<file path="config.mk">
export PLATFORM = sky130hd
export DESIGN_NAME = triangle_bbox_rasterizer_core
export DESIGN_NICKNAME = d
export VERILOG_FILES = /design/src/hdl/tbr_pkg.sv /design/src/hdl/tbr_csr.sv /design/src/hdl/tbr_ctrl.sv /design/src/hdl/tbr_dp.sv /design/src/hdl/triangle_bbox_rasterizer_core.sv
export SDC_FILE = /design/constraint.sdc
export NUM_CORES = 2
export LEC_CHECK = 0
export BUFFER_PORTS_ARGS = -buffer_cell sky130_fd_sc_hd__buf_2
export CORE_ASPECT_RATIO = 1.5
export CORE_UTILIZATION = 25
export CTS_CLUSTER_SIZE = 24
export DETAILED_ROUTE_END_ITERATION = 10
export PLACE_DENSITY = 0.49
export SETUP_SLACK_MARGIN = 0.3
export SYNTH_ARGS = -nofsm -noshare
export SYNTH_HDL_FRONTEND = slang
export SYNTH_HIERARCHICAL = 1
export SYNTH_SLANG_ARGS = --single-unit
</file>
<file path="constraint.sdc">
create_clock -name clock -period 18.5 [get_ports clock]
set_clock_uncertainty 0.05 [all_clocks]
set_input_delay 3.7 -clock clock [delete_from_list [all_inputs] [get_ports clock]]
set_output_delay 3.7 -clock clock [all_outputs]
set_load 0.02 [all_outputs]
</file>
<file path="src/hdl/tbr_pkg.sv">
// Package for the triangle bounding-box rasterizer core: constants, register map,
// controller state type and the command/status structs between controller and datapath.
// No dependencies.
package tbr_pkg;

   // default geometry
   localparam int COORD_BITS_DEF = 8;
   localparam int COUNT_BITS_DEF = 16;

   // fixed field widths
   localparam int DEPTH_BITS = 8;
   localparam int COLOR_BITS = 8;

   // register map
   localparam int                      CSR_DATA_BITS = 32;
   localparam int                      CSR_ADDR_BITS = 3;
   localparam logic [0:0]              CSR_IDX_COLOR = 1'b0;
   localparam logic [COLOR_BITS-1:0]   COLOR_RESET   = 8'd100;

   // item kinds carried on tuser
   localparam logic MODE_LOAD = 1'b0;
   localparam logic MODE_TICK = 1'b1;

   typedef enum logic [1:0] {
      ST_IDLE,
      ST_CALC,
      ST_EMIT
   } ctrl_state_type;

   typedef struct packed {
      logic load;   // store a new triangle from the input item
      logic calc;   // register the edge products
      logic emit;   // write the result register
      logic tick;   // item in flight is a scan tick
   } dp_cmd_type;

   typedef struct packed {
      logic out_free;  // result register can take a new item
   } dp_status_type;

endpackage

</file>
<file path="src/hdl/tbr_csr.sv">
// Configuration register block of the rasterizer core (fragment color).
// Depends on tbr_pkg.
module tbr_csr (
   input  logic                                clock,
   input  logic                                reset,
   input  logic                                csr_psel,
   input  logic                                csr_penable,
   input  logic                                csr_pwrite,
   input  logic [tbr_pkg::CSR_ADDR_BITS-1:0]   csr_paddr,
   input  logic [tbr_pkg::CSR_DATA_BITS-1:0]   csr_pwdata,
   output logic [tbr_pkg::CSR_DATA_BITS-1:0]   csr_prdata,
   output logic                                csr_pready,
   output logic [tbr_pkg::COLOR_BITS-1:0]      color
);

   logic [tbr_pkg::COLOR_BITS-1:0] color_ff;
   logic [tbr_pkg::COLOR_BITS-1:0] color_in;
   logic [0:0]                     reg_idx;
   logic                           wr_color;

   // word index from the byte address
   assign reg_idx  = csr_paddr[tbr_pkg::CSR_ADDR_BITS-1:2];
   assign wr_color = csr_psel && csr_penable && csr_pwrite && csr_pready &&
                     (reg_idx == tbr_pkg::CSR_IDX_COLOR);

   assign color_in = wr_color ? csr_pwdata[tbr_pkg::COLOR_BITS-1:0] : color_ff;

   always_ff @(posedge clock) begin
      if (reset) begin
         color_ff <= tbr_pkg::COLOR_RESET;
      end else begin
         color_ff <= color_in;
      end
   end

   // read back
   always_comb begin
      csr_prdata = '0;
      if (reg_idx == tbr_pkg::CSR_IDX_COLOR) begin
         csr_prdata = tbr_pkg::CSR_DATA_BITS'(color_ff);
      end
   end

   assign csr_pready = 1'b1;
   assign color      = color_ff;

endmodule

</file>
<file path="src/hdl/tbr_ctrl.sv">
// Controller of the rasterizer core: accept / product / emit sequencer.
// Depends on tbr_pkg.
module tbr_ctrl (
   input  logic                   clock,
   input  logic                   reset,
   input  logic                   req_valid,
   input  logic                   req_mode,
   input  tbr_pkg::dp_status_type status,
   output logic                   req_ready,
   output tbr_pkg::dp_cmd_type    cmd
);

   tbr_pkg::ctrl_state_type state_ff;
   tbr_pkg::ctrl_state_type state_in;
   logic                    tick_ff;
   logic                    tick_in;
   logic                    accept;

   assign accept = req_valid && (state_ff == tbr_pkg::ST_IDLE);

   // next state
   always_comb begin
      state_in = state_ff;
      unique case (state_ff)
         tbr_pkg::ST_IDLE: begin
            if (req_valid) begin
               state_in = tbr_pkg::ST_CALC;
            end
         end
         tbr_pkg::ST_CALC: begin
            state_in = tbr_pkg::ST_EMIT;
         end
         tbr_pkg::ST_EMIT: begin
            if (status.out_free) begin
               state_in = tbr_pkg::ST_IDLE;
            end
         end
         default: begin
            state_in = tbr_pkg::ST_IDLE;
         end
      endcase
   end

   // outputs
   always_comb begin
      req_ready = 1'b0;
      cmd       = '0;
      cmd.tick  = tick_ff;
      unique case (state_ff)
         tbr_pkg::ST_IDLE: begin
            req_ready = 1'b1;
            cmd.load  = req_valid && (req_mode == tbr_pkg::MODE_LOAD);
         end
         tbr_pkg::ST_CALC: begin
            cmd.calc = 1'b1;
         end
         tbr_pkg::ST_EMIT: begin
            cmd.emit = status.out_free;
         end
         default: begin
            req_ready = 1'b0;
         end
      endcase
   end

   // item kind held while it is in flight
   assign tick_in = accept ? (req_mode == tbr_pkg::MODE_TICK) : tick_ff;

   always_ff @(posedge clock) begin
      if (reset) begin
         state_ff <= tbr_pkg::ST_IDLE;
         tick_ff  <= 1'b0;
      end else begin
         state_ff <= state_in;
         tick_ff  <= tick_in;
      end
   end

endmodule

</file>
<file path="src/hdl/tbr_dp.sv">
// Datapath of the rasterizer core: triangle store, scan counters, edge products,
// coverage test and the result register.
// Depends on tbr_pkg.
module tbr_dp #(
   parameter int COORD_BITS = tbr_pkg::COORD_BITS_DEF,
   parameter int COUNT_BITS = tbr_pkg::COUNT_BITS_DEF
) (
   input  logic                              clock,
   input  logic                              reset,
   input  tbr_pkg::dp_cmd_type               cmd,
   output tbr_pkg::dp_status_type            status,
   input  logic [COORD_BITS-1:0]             vert0_x,
   input  logic [COORD_BITS-1:0]             vert0_y,
   input  logic [COORD_BITS-1:0]             vert1_x,
   input  logic [COORD_BITS-1:0]             vert1_y,
   input  logic [COORD_BITS-1:0]             vert2_x,
   input  logic [COORD_BITS-1:0]             vert2_y,
   input  logic [tbr_pkg::DEPTH_BITS-1:0]    depth_in,
   input  logic [COORD_BITS-1:0]             box_min_x,
   input  logic [COORD_BITS-1:0]             box_min_y,
   input  logic [COORD_BITS:0]               box_width,
   input  logic [COUNT_BITS-1:0]             box_count,
   input  logic [tbr_pkg::COLOR_BITS-1:0]    color,
   input  logic                              rsp_ready,
   output logic                              rsp_valid,
   output logic                              covered,
   output logic [COORD_BITS-1:0]             frag_x,
   output logic [COORD_BITS-1:0]             frag_y,
   output logic [tbr_pkg::DEPTH_BITS-1:0]    frag_z,
   output logic [tbr_pkg::COLOR_BITS-1:0]    frag_color,
   output logic                              scan_done
);

   localparam int DIFF_BITS = COORD_BITS + 1;
   localparam int PROD_BITS = 2 * DIFF_BITS;
   localparam int EDGE_BITS = PROD_BITS + 1;

   // triangle and scan state
   logic [COORD_BITS-1:0]          vert_ff [6];
   logic [tbr_pkg::DEPTH_BITS-1:0] depth_ff;
   logic [COORD_BITS-1:0]          origin_x_ff;
   logic [COORD_BITS:0]            width_ff;
   logic [COORD_BITS:0]            width_in;
   logic [COUNT_BITS-1:0]          total_ff;
   logic [COUNT_BITS-1:0]          total_in;
   logic [COUNT_BITS-1:0]          index_ff;
   logic [COUNT_BITS-1:0]          index_in;
   logic [COORD_BITS:0]            col_ff;
   logic [COORD_BITS-1:0]          cur_x_ff;
   logic [COORD_BITS-1:0]          cur_y_ff;

   // edge products: two per edge
   logic signed [PROD_BITS-1:0]    prod_a_ff [3];
   logic signed [PROD_BITS-1:0]    prod_b_ff [3];
   logic signed [PROD_BITS-1:0]    prod_a_in [3];
   logic signed [PROD_BITS-1:0]    prod_b_in [3];
   logic [2:0]                     edge_neg;

   // result register
   logic                           rsp_valid_ff;
   logic                           rsp_valid_in;
   logic                           covered_ff;
   logic                           covered_in;
   logic [COORD_BITS-1:0]          frag_x_ff;
   logic [COORD_BITS-1:0]          frag_x_in;
   logic [COORD_BITS-1:0]          frag_y_ff;
   logic [COORD_BITS-1:0]          frag_y_in;
   logic [tbr_pkg::DEPTH_BITS-1:0] frag_z_ff;
   logic [tbr_pkg::DEPTH_BITS-1:0] frag_z_in;
   logic [tbr_pkg::COLOR_BITS-1:0] frag_color_ff;
   logic [tbr_pkg::COLOR_BITS-1:0] frag_color_in;
   logic                           done_ff;
   logic                           done_in;

   logic                           scan_over;
   logic                           step;
   logic [COUNT_BITS:0]            index_next;
   logic                           last_col;

   assign scan_over  = (width_ff == '0) || (index_ff >= total_ff);
   assign step       = cmd.emit && cmd.tick && !scan_over;
   assign index_next = {1'b0, index_ff} + {{COUNT_BITS{1'b0}}, 1'b1};
   assign last_col   = (col_ff == (width_ff - {{COORD_BITS{1'b0}}, 1'b1}));

   // triangle store, written on load
   always_ff @(posedge clock) begin
      if (cmd.load) begin
         vert_ff[0]  <= vert0_x;
         vert_ff[1]  <= vert0_y;
         vert_ff[2]  <= vert1_x;
         vert_ff[3]  <= vert1_y;
         vert_ff[4]  <= vert2_x;
         vert_ff[5]  <= vert2_y;
         depth_ff    <= depth_in;
         origin_x_ff <= box_min_x;
      end
   end

   // scan limits and index
   always_comb begin
      width_in = width_ff;
      total_in = total_ff;
      index_in = index_ff;
      if (cmd.load) begin
         width_in = box_width;
         total_in = box_count;
         index_in = '0;
      end else if (step) begin
         index_in = index_next[COUNT_BITS-1:0];
      end
   end

   always_ff @(posedge clock) begin
      if (reset) begin
         width_ff <= '0;
         total_ff <= '0;
         index_ff <= '0;
      end else begin
         width_ff <= width_in;
         total_ff <= total_in;
         index_ff <= index_in;
      end
   end

   // column and row walk replacing k mod width and k div width
   always_ff @(posedge clock) begin
      if (cmd.load) begin
         col_ff   <= '0;
         cur_x_ff <= box_min_x;
         cur_y_ff <= box_min_y;
      end else if (step) begin
         if (last_col) begin
            col_ff   <= '0;
            cur_x_ff <= origin_x_ff;
            cur_y_ff <= cur_y_ff + {{(COORD_BITS-1){1'b0}}, 1'b1};
         end else begin
            col_ff   <= col_ff + {{COORD_BITS{1'b0}}, 1'b1};
            cur_x_ff <= cur_x_ff + {{(COORD_BITS-1){1'b0}}, 1'b1};
         end
      end
   end

   // edge i runs from vertex i to vertex i+1:
   // E = (px - ax)*(by - ay) - (py - ay)*(bx - ax)
   for (genvar g = 0; g < 3; g++) begin : g_edge
      localparam int NX = (g == 2) ? 0 : g + 1;
      logic signed [DIFF_BITS-1:0] dpx;
      logic signed [DIFF_BITS-1:0] dpy;
      logic signed [DIFF_BITS-1:0] dex;
      logic signed [DIFF_BITS-1:0] dey;
      logic signed [EDGE_BITS-1:0] edge_val;

      assign dpx = $signed({1'b0, cur_x_ff}) - $signed({1'b0, vert_ff[2*g]});
      assign dpy = $signed({1'b0, cur_y_ff}) - $signed({1'b0, vert_ff[2*g+1]});
      assign dex = $signed({1'b0, vert_ff[2*NX]}) - $signed({1'b0, vert_ff[2*g]});
      assign dey = $signed({1'b0, vert_ff[2*NX+1]}) - $signed({1'b0, vert_ff[2*g+1]});

      assign prod_a_in[g] = dpx * dey;
      assign prod_b_in[g] = dpy * dex;

      always_ff @(posedge clock) begin
         if (cmd.calc) begin
            prod_a_ff[g] <= prod_a_in[g];
            prod_b_ff[g] <= prod_b_in[g];
         end
      end

      assign edge_val = $signed({prod_a_ff[g][PROD_BITS-1], prod_a_ff[g]}) -
                        $signed({prod_b_ff[g][PROD_BITS-1], prod_b_ff[g]});
      assign edge_neg[g] = edge_val[EDGE_BITS-1];
   end

   // result contents
   always_comb begin
      covered_in    = 1'b0;
      frag_x_in     = '0;
      frag_y_in     = '0;
      frag_z_in     = '0;
      frag_color_in = '0;
      done_in       = scan_over;
      if (cmd.tick && !scan_over) begin
         covered_in    = (edge_neg == 3'b000);
         frag_x_in     = cur_x_ff;
         frag_y_in     = cur_y_ff;
         frag_z_in     = depth_ff;
         frag_color_in = color;
         done_in       = (index_next >= {1'b0, total_ff});
      end
   end

   always_ff @(posedge clock) begin
      if (cmd.emit) begin
         covered_ff    <= covered_in;
         frag_x_ff     <= frag_x_in;
         frag_y_ff     <= frag_y_in;
         frag_z_ff     <= frag_z_in;
         frag_color_ff <= frag_color_in;
         done_ff       <= done_in;
      end
   end

   // result valid
   always_comb begin
      rsp_valid_in = rsp_valid_ff;
      if (cmd.emit) begin
         rsp_valid_in = 1'b1;
      end else if (rsp_ready) begin
         rsp_valid_in = 1'b0;
      end
   end

   always_ff @(posedge clock) begin
      if (reset) begin
         rsp_valid_ff <= 1'b0;
      end else begin
         rsp_valid_ff <= rsp_valid_in;
      end
   end

   assign status.out_free = !rsp_valid_ff || rsp_ready;

   assign rsp_valid  = rsp_valid_ff;
   assign covered    = covered_ff;
   assign frag_x     = frag_x_ff;
   assign frag_y     = frag_y_ff;
   assign frag_z     = frag_z_ff;
   assign frag_color = frag_color_ff;
   assign scan_done  = done_ff;

endmodule

</file>
<file path="src/hdl/triangle_bbox_rasterizer_core.sv">
// Top level of the triangle bounding-box rasterizer (Pineda edge functions).
// Depends on tbr_pkg, tbr_csr, tbr_ctrl and tbr_dp.
//
//   port group   direction   carries
//   req_*        in          one item: load a triangle or scan one pixel
//   rsp_*        out         one result item per input item
//   csr_*        in/out      register access (fragment_color at byte 0)
//
// Each item goes through the accept step, the edge products, then the edge
// sums, coverage test and result write. The six products are the slow part.
// A new item is taken once the previous one has reached the result register,
// even if that result is not yet taken; a stalled result holds the sequencer
// in its last step. Reset is synchronous and needs no clearing pass.
module triangle_bbox_rasterizer_core #(
   parameter int COORD_BITS = tbr_pkg::COORD_BITS_DEF,
   parameter int COUNT_BITS = tbr_pkg::COUNT_BITS_DEF,
   localparam int REQ_BITS       = 9 * COORD_BITS + 9 + COUNT_BITS,
   localparam int REQ_TDATA_BITS = ((REQ_BITS + 7) / 8) * 8,
   localparam int RSP_BITS       = 2 * COORD_BITS + tbr_pkg::DEPTH_BITS + tbr_pkg::COLOR_BITS,
   localparam int RSP_TDATA_BITS = ((RSP_BITS + 7) / 8) * 8
) (
   input  logic                              clock,
   input  logic                              reset,
   // vert0_x, vert0_y, vert1_x, vert1_y, vert2_x, vert2_y, depth_in,
   // box_min_x, box_min_y, box_width, box_count (lowest first)
   input  logic [REQ_TDATA_BITS-1:0]         req_tdata,
   // mode
   input  logic                              req_tuser,
   input  logic                              req_tvalid,
   output logic                              req_tready,
   // frag_x, frag_y, frag_z, frag_color (lowest first)
   output logic [RSP_TDATA_BITS-1:0]         rsp_tdata,
   // covered
   output logic                              rsp_tuser,
   // scan_done
   output logic                              rsp_tlast,
   output logic                              rsp_tvalid,
   input  logic                              rsp_tready,
   input  logic                              csr_psel,
   input  logic                              csr_penable,
   input  logic                              csr_pwrite,
   input  logic [tbr_pkg::CSR_ADDR_BITS-1:0] csr_paddr,
   input  logic [tbr_pkg::CSR_DATA_BITS-1:0] csr_pwdata,
   output logic [tbr_pkg::CSR_DATA_BITS-1:0] csr_prdata,
   output logic                              csr_pready
);

   localparam int C = COORD_BITS;
   localparam int OFS_DEPTH = 6 * C;
   localparam int OFS_MINX  = OFS_DEPTH + tbr_pkg::DEPTH_BITS;
   localparam int OFS_MINY  = OFS_MINX + C;
   localparam int OFS_WIDTH = OFS_MINY + C;
   localparam int OFS_COUNT = OFS_WIDTH + C + 1;

   tbr_pkg::dp_cmd_type            cmd;
   tbr_pkg::dp_status_type         status;
   logic [tbr_pkg::COLOR_BITS-1:0] color;
   logic [C-1:0]                   frag_x;
   logic [C-1:0]                   frag_y;
   logic [tbr_pkg::DEPTH_BITS-1:0] frag_z;
   logic [tbr_pkg::COLOR_BITS-1:0] frag_color;

   tbr_csr u_csr (
      .clock       (clock),
      .reset       (reset),
      .csr_psel    (csr_psel),
      .csr_penable (csr_penable),
      .csr_pwrite  (csr_pwrite),
      .csr_paddr   (csr_paddr),
      .csr_pwdata  (csr_pwdata),
      .csr_prdata  (csr_prdata),
      .csr_pready  (csr_pready),
      .color       (color)
   );

   tbr_ctrl u_ctrl (
      .clock     (clock),
      .reset     (reset),
      .req_valid (req_tvalid),
      .req_mode  (req_tuser),
      .status    (status),
      .req_ready (req_tready),
      .cmd       (cmd)
   );

   tbr_dp #(
      .COORD_BITS (COORD_BITS),
      .COUNT_BITS (COUNT_BITS)
   ) u_dp (
      .clock      (clock),
      .reset      (reset),
      .cmd        (cmd),
      .status     (status),
      .vert0_x    (req_tdata[C-1:0]),
      .vert0_y    (req_tdata[2*C-1:C]),
      .vert1_x    (req_tdata[3*C-1:2*C]),
      .vert1_y    (req_tdata[4*C-1:3*C]),
      .vert2_x    (req_tdata[5*C-1:4*C]),
      .vert2_y    (req_tdata[6*C-1:5*C]),
      .depth_in   (req_tdata[OFS_MINX-1:OFS_DEPTH]),
      .box_min_x  (req_tdata[OFS_MINY-1:OFS_MINX]),
      .box_min_y  (req_tdata[OFS_WIDTH-1:OFS_MINY]),
      .box_width  (req_tdata[OFS_COUNT-1:OFS_WIDTH]),
      .box_count  (req_tdata[OFS_COUNT+COUNT_BITS-1:OFS_COUNT]),
      .color      (color),
      .rsp_ready  (rsp_tready),
      .rsp_valid  (rsp_tvalid),
      .covered    (rsp_tuser),
      .frag_x     (frag_x),
      .frag_y     (frag_y),
      .frag_z     (frag_z),
      .frag_color (frag_color),
      .scan_done  (rsp_tlast)
   );

   // pack the result, zero fill to whole bytes
   assign rsp_tdata = RSP_TDATA_BITS'({frag_color, frag_z, frag_y, frag_x});

endmodule

</file>
* Word level (Yosys, flattened, before mapping)
Memory sizes are Yosys's and may differ from the RTL's.
Cells that the tools add are included.
** Operators by class
- Bitwise logic cells :: 2
- Equal/unequal tests :: 5
- Multiplexer cells :: 22
- Multipliers :: 6
- Reductions and logical operators :: 21
- Add/subtract/negate cells :: 20
- $lt $le $gt $ge :: 2
** Operators by type and width (number)
- $mul A9 B9 Y18 :: 6
- $sub A8 B8 Y9 :: 12
- $sub A18 B18 Y19 :: 3
- $mux W8 :: 7
- $add A16 B1 Y17 const B :: 1
- $ge A17 B16 Y1 :: 1
- $add A8 B1 Y8 const B :: 2
- $ge A16 B16 Y1 :: 1
- $mux W1 :: 11
- $add A9 B1 Y9 const B :: 1
- $eq A9 B9 Y1 :: 1
- $logic_not A9 Y1 :: 1
- $mux W9 :: 1
- $sub A9 B1 Y9 const B :: 1
- $logic_and A1 B1 Y1 :: 8
- $pmux W2 S3 :: 1
- $reduce_bool A2 Y1 :: 3
- $mux W2 :: 2
- $reduce_and A2 Y1 :: 2
- $logic_not A3 Y1 :: 1
- $eq A2 B1 Y1 const B :: 1
- $eq A2 B2 Y1 const B :: 1
- $logic_not A1 Y1 :: 2
- $logic_not A2 Y1 :: 1
- other kinds (5) :: 7
** Storage, ports and cells
- Input bits :: 147
- Memory bits (writable) :: 156
- Output and inout bits :: 69
- Flip-flop bits (word level) :: 128
- Logic and storage cells :: 99
- Memories :: 3
** Memory list
- u_dp.prod_a_ff :: words 3, bits a word 18, read ports 3, clocked after Yosys merged registers in 0, write ports 3, line tbr_dp.sv:53 : logic signed [PROD_BITS-1:0] prod_a_ff [3];
- u_dp.prod_b_ff :: words 3, bits a word 18, read ports 3, clocked after Yosys merged registers in 0, write ports 3, line tbr_dp.sv:54 : logic signed [PROD_BITS-1:0] prod_b_ff [3];
- u_dp.vert_ff :: words 6, bits a word 8, read ports 6, clocked after Yosys merged registers in 0, write ports 6, line tbr_dp.sv:39 : logic [COORD_BITS-1:0] vert_ff [6];

* Longest topological paths before layout
- Depth in word-level cells :: 7
- Depth in mapped cells :: 28
- Mapped depth without buffers :: 28

* By module
Netlist, hierarchy kept.
** By module, submodules not included
- tbr_dp :: instances 1, seq. area each 7687.4 µm², cells an instance 3368, area each 33569.7 µm²
- tbr_csr :: instances 1, seq. area each 160.2 µm², cells an instance 70, area each 615.6 µm²
- tbr_ctrl :: instances 1, seq. area each 60.1 µm², cells an instance 15, area each 155.1 µm²

* Worst setup path before layout
No wires, ideal clock.
- Path kind :: input to register
- From :: input req_tuser
- To :: register u_dp.total_ff[10]
- Buffers on the path :: 3
- Setup time :: 0.128 ns
- Slack :: 6.323 ns
- Data required time :: 18.322 ns
- Stages on the path :: 6
- Arrival time :: 12.000 ns
- Cell sequence :: nor4b_1 clkbuf_1 clkbuf_1 buf_1 mux2i_1 nor2_1
** Between the ends
- Cells in the longest elaborated chain, start to end :: 3
** Ends and longest elaborated chain
- from (decl) :: line triangle_bbox_rasterizer_core.sv:28 : input logic req_tuser,
- $not A1 Y1 :: line tbr_ctrl.sv:52 : cmd.load = req_valid && (req_mode == tbr_pkg::MODE_LOAD);
- $logic_and A1 B1 Y1 :: line tbr_ctrl.sv:52
- $mux W1 :: line tbr_ctrl.sv:49 : unique case (state_ff)
- to (signal assigned) :: line tbr_dp.sv:120 : total_ff <= total_in;
- to (decl) :: line tbr_dp.sv:44 : logic [COUNT_BITS-1:0] total_ff;
No other way between the ends.
A chain may end at the register's enable or synchronous reset.

* Final worst setup path
- From :: input csr_paddr[2] (netlist name)
- To :: output csr_prdata[5] (netlist name)
** Between the ends
- Cells in the longest elaborated chain, start to end :: 1
** Ends and longest elaborated chain
- from (decl) :: line triangle_bbox_rasterizer_core.sv:42 : input logic [tbr_pkg::CSR_ADDR_BITS-1:0] csr_paddr,
- $mux W8 :: line tbr_csr.sv:39 : if (reg_idx == tbr_pkg::CSR_IDX_COLOR) begin
- to (decl) :: line triangle_bbox_rasterizer_core.sv:44 : output logic [tbr_pkg::CSR_DATA_BITS-1:0] csr_prdata,
No other way between the ends.

==> reports/metrics.cfg <==
[timing]
rsz0062_at_grt = false
final-setup-viol-count = 0
max_slew_margin = 0.310
tns_ns = 0
period_needed_ns = 8.03
max_freq_mhz = 125
hold_violations = 0
whs_ns = 0.433
tightest_slew_ns = 1.03
slew_violations = 0
fin_crit_sh = 0.434

[die]
fp.dieArea_mm2 = 0.139
fp.dieH_um = 456
die_x_um = 305
coreArea_mm2 = 0.136
io_pins = 216
start_util = 0.252
rows = 166

[yosys]
synth-edff-count = 222
synthFlopType = edfxtp_1
async_flop_share = 0
synth_common_cells = inv_1, fa_1, ha_1
syn-cell-area_mm2 = 0.0343
post-synth-top-area-cell = fa_1
synth.area.top_cells = fa_1, edfxtp_1, ha_1, inv_1, xnor2_1
synth_cell_types = 75
synth-seq-cells = 284
ys_warn_count = 6
yosysMostFrequentCell = inv_1
netlist.area_leader.share = 0.255
ys_seq_area_frac = 0.230
synth.avg_cell_area_um2 = 9.95
syn_inst = 3453

[final_layout]
area_delta_synth_final_pct = 12.2
drive_above_1_share = 0.0815
fin_nets = 4626
final_core_util = 0.282

[detailed_routing]
antenna_left = 0
drc = 0
wl_per_cell_um = 16.8
first_pass_iters = 4
drtIter0Drc = 893
wl_mm = 90.9
routed-via-count = 23900
viasPerCell = 4.40

[clocking]
clock_path_buffers = 3
cts_hold_buf = 0
cts_tree = built
cts-resized-gates = 0
clkSinkCount = 284
cts-root-buf = clkbuf_16
cts_setup_buffers = 0
clk_pin_slew_ns = 0.06
clock_latency_ns = 0.62
cts-htree-levels = 2
cts_inserted_buffers = 37

[hold_path]
min_from = u_csr/color[3]
holdPathStages = 2
hp-class = reg -> reg

[worst_setup_path]
crit_end = csr_prdata[5]
crit_path_start_kind = input port
cp.arrival_ns = 4.28
end_kind = output pin
reg2reg_to = u_dp/prod_b_ff[0][53]
ff2ff_path_depth = 26
crit_type = in -> out
rr_startpoint = u_dp/cur_y_ff[0]
crit_path_start = csr_paddr[2]
required_ns = 14.75
critPathMaxFanout = 9
r2r_slack_ns = 10.65

[global_routing]
grt_pass1_vias = 25600
grt_max_degree = 66
antenna_found_initial = 16
grt_first_pass_wirelength_mm = 144
grt_usage = 0.133
grt-ovfl-total = 0

[placement]
hpwl_mm = 76.6
port_buffers = 157
gp_congestion = 0.853

[flow_run]
max_cap_viol_count = 0

[run_status]
outcome = completed

[cell usage in the layout (no fill, tap or decap), types with 10 or more instances in the layout]
master     synthesis  layout
a211oi_1          13      13
a21o_1            48      48
a21oi_1           87      87
a31oi_1           14      14
and2_1            70      70
and3_1            26      26
buf_2              0     157
buf_4             26      21
clkbuf_16          0      37
conb_1             2      25
dfxtp_1           62      62
edfxtp_1         222     222
fa_1             437     437
ha_1             414     414
inv_1            620     620
mux2i_1           41      41
nand2_1          197     197
nand2b_1         121     121
nand3_1           47      47
nor2_1           319     319
nor2b_1           66      65
nor3_1            32      32
nor4_1            10      10
o21a_1            19      19
o21ai_0           87      87
o41ai_1           10      10
or2_2             37      37
or3_1             15      15
xnor2_1          171     171
xor2_1            89      89
[sequential cells by signal, summed over array words and instances (netlist names)]
register	flops
u_dp/depth_ff	8
u_dp/cur_y_ff	8
u_dp/frag_color	8
u_csr/color	8
u_dp/frag_x	8
u_ctrl/state_ff	2
u_dp/prod_b_ff	54
u_dp/total_ff	16
u_dp/origin_x_ff	8
u_dp/covered	1
u_dp/col_ff	9
u_ctrl/tick_ff	1
u_dp/frag_z	8
u_dp/cur_x_ff	8
u_dp/vert_ff	48
u_dp/prod_a_ff	54
u_dp/frag_y	8
u_dp/rsp_valid	1
u_dp/scan_done	1
u_dp/width_ff	9
u_dp/index_ff	16
[layout make-up]
class,count,area (um^2)
fillers,14400,97900
multi-input cells,2506,23800
flip-flops and latches,284,7910
inverters,621,2330
well taps,1764,2210
clock buffers,45,966
repair buffers,178,943
clock inverters,23,322
diodes,5,12.5
[how the worst min path moves through the flow]
stage | end
after floorplan | u_ctrl/tick_ff
after global placement | u_csr/color[4]
after detailed placement | u_csr/color[3]
after CTS | u_csr/color[3]
after global routing | u_dp/index_ff[1]
final | u_csr/color[3]
[layer usage]
metal	up-vias	wire length [um]	track usage	share of wire
met3	132	4320	0.0238	0.048
met4	22	2960	0.0458	0.033
met1	11800	36700	0.154	0.40
met5	-	120	0	0.0013
li1	11400	-	-	-
met2	431	46800	0.245	0.51
[through the flow]
| step | setup slack [ns] | instance area, um^2 | cells |
|---|---|---|---|
| finish | 10.47 | 38500 | 5426 |
| global route | 10.16 | 38500 | 5424 |
| CTS | 10.47 | 38500 | 5421 |
| detailed placement | 10.47 | 37200 | 5353 |
| global placement | 10.48 | 37200 | 5353 |
| floorplan | 6.32 | 34400 | 3476 |
[critical path, cell delays in order]
cell     delay (ns)
buf_2          0.18
and2b_2        0.24
buf_2          0.15
[kinds of logic (layout without fill, tap and decap cells)]
logic type / after synthesis / after routing / synth area share
muxes: 42 / 42 / 0.0123
adders and majority gates: 851 / 851 / 0.406
xor gates and xnor gates: 260 / 260 / 0.0663
other: 2 / 30 / 0.000219
AOI/OAI and AO/OA: 346 / 346 / 0.0657
DFF: 284 / 284 / 0.230
and+or+nand+nor: 982 / 982 / 0.141
buffers and inverters: 686 / 867 / 0.0783
Power is not shown: default switching activity piles up to over one toggle a cycle in this logic, so the estimate is an artifact.
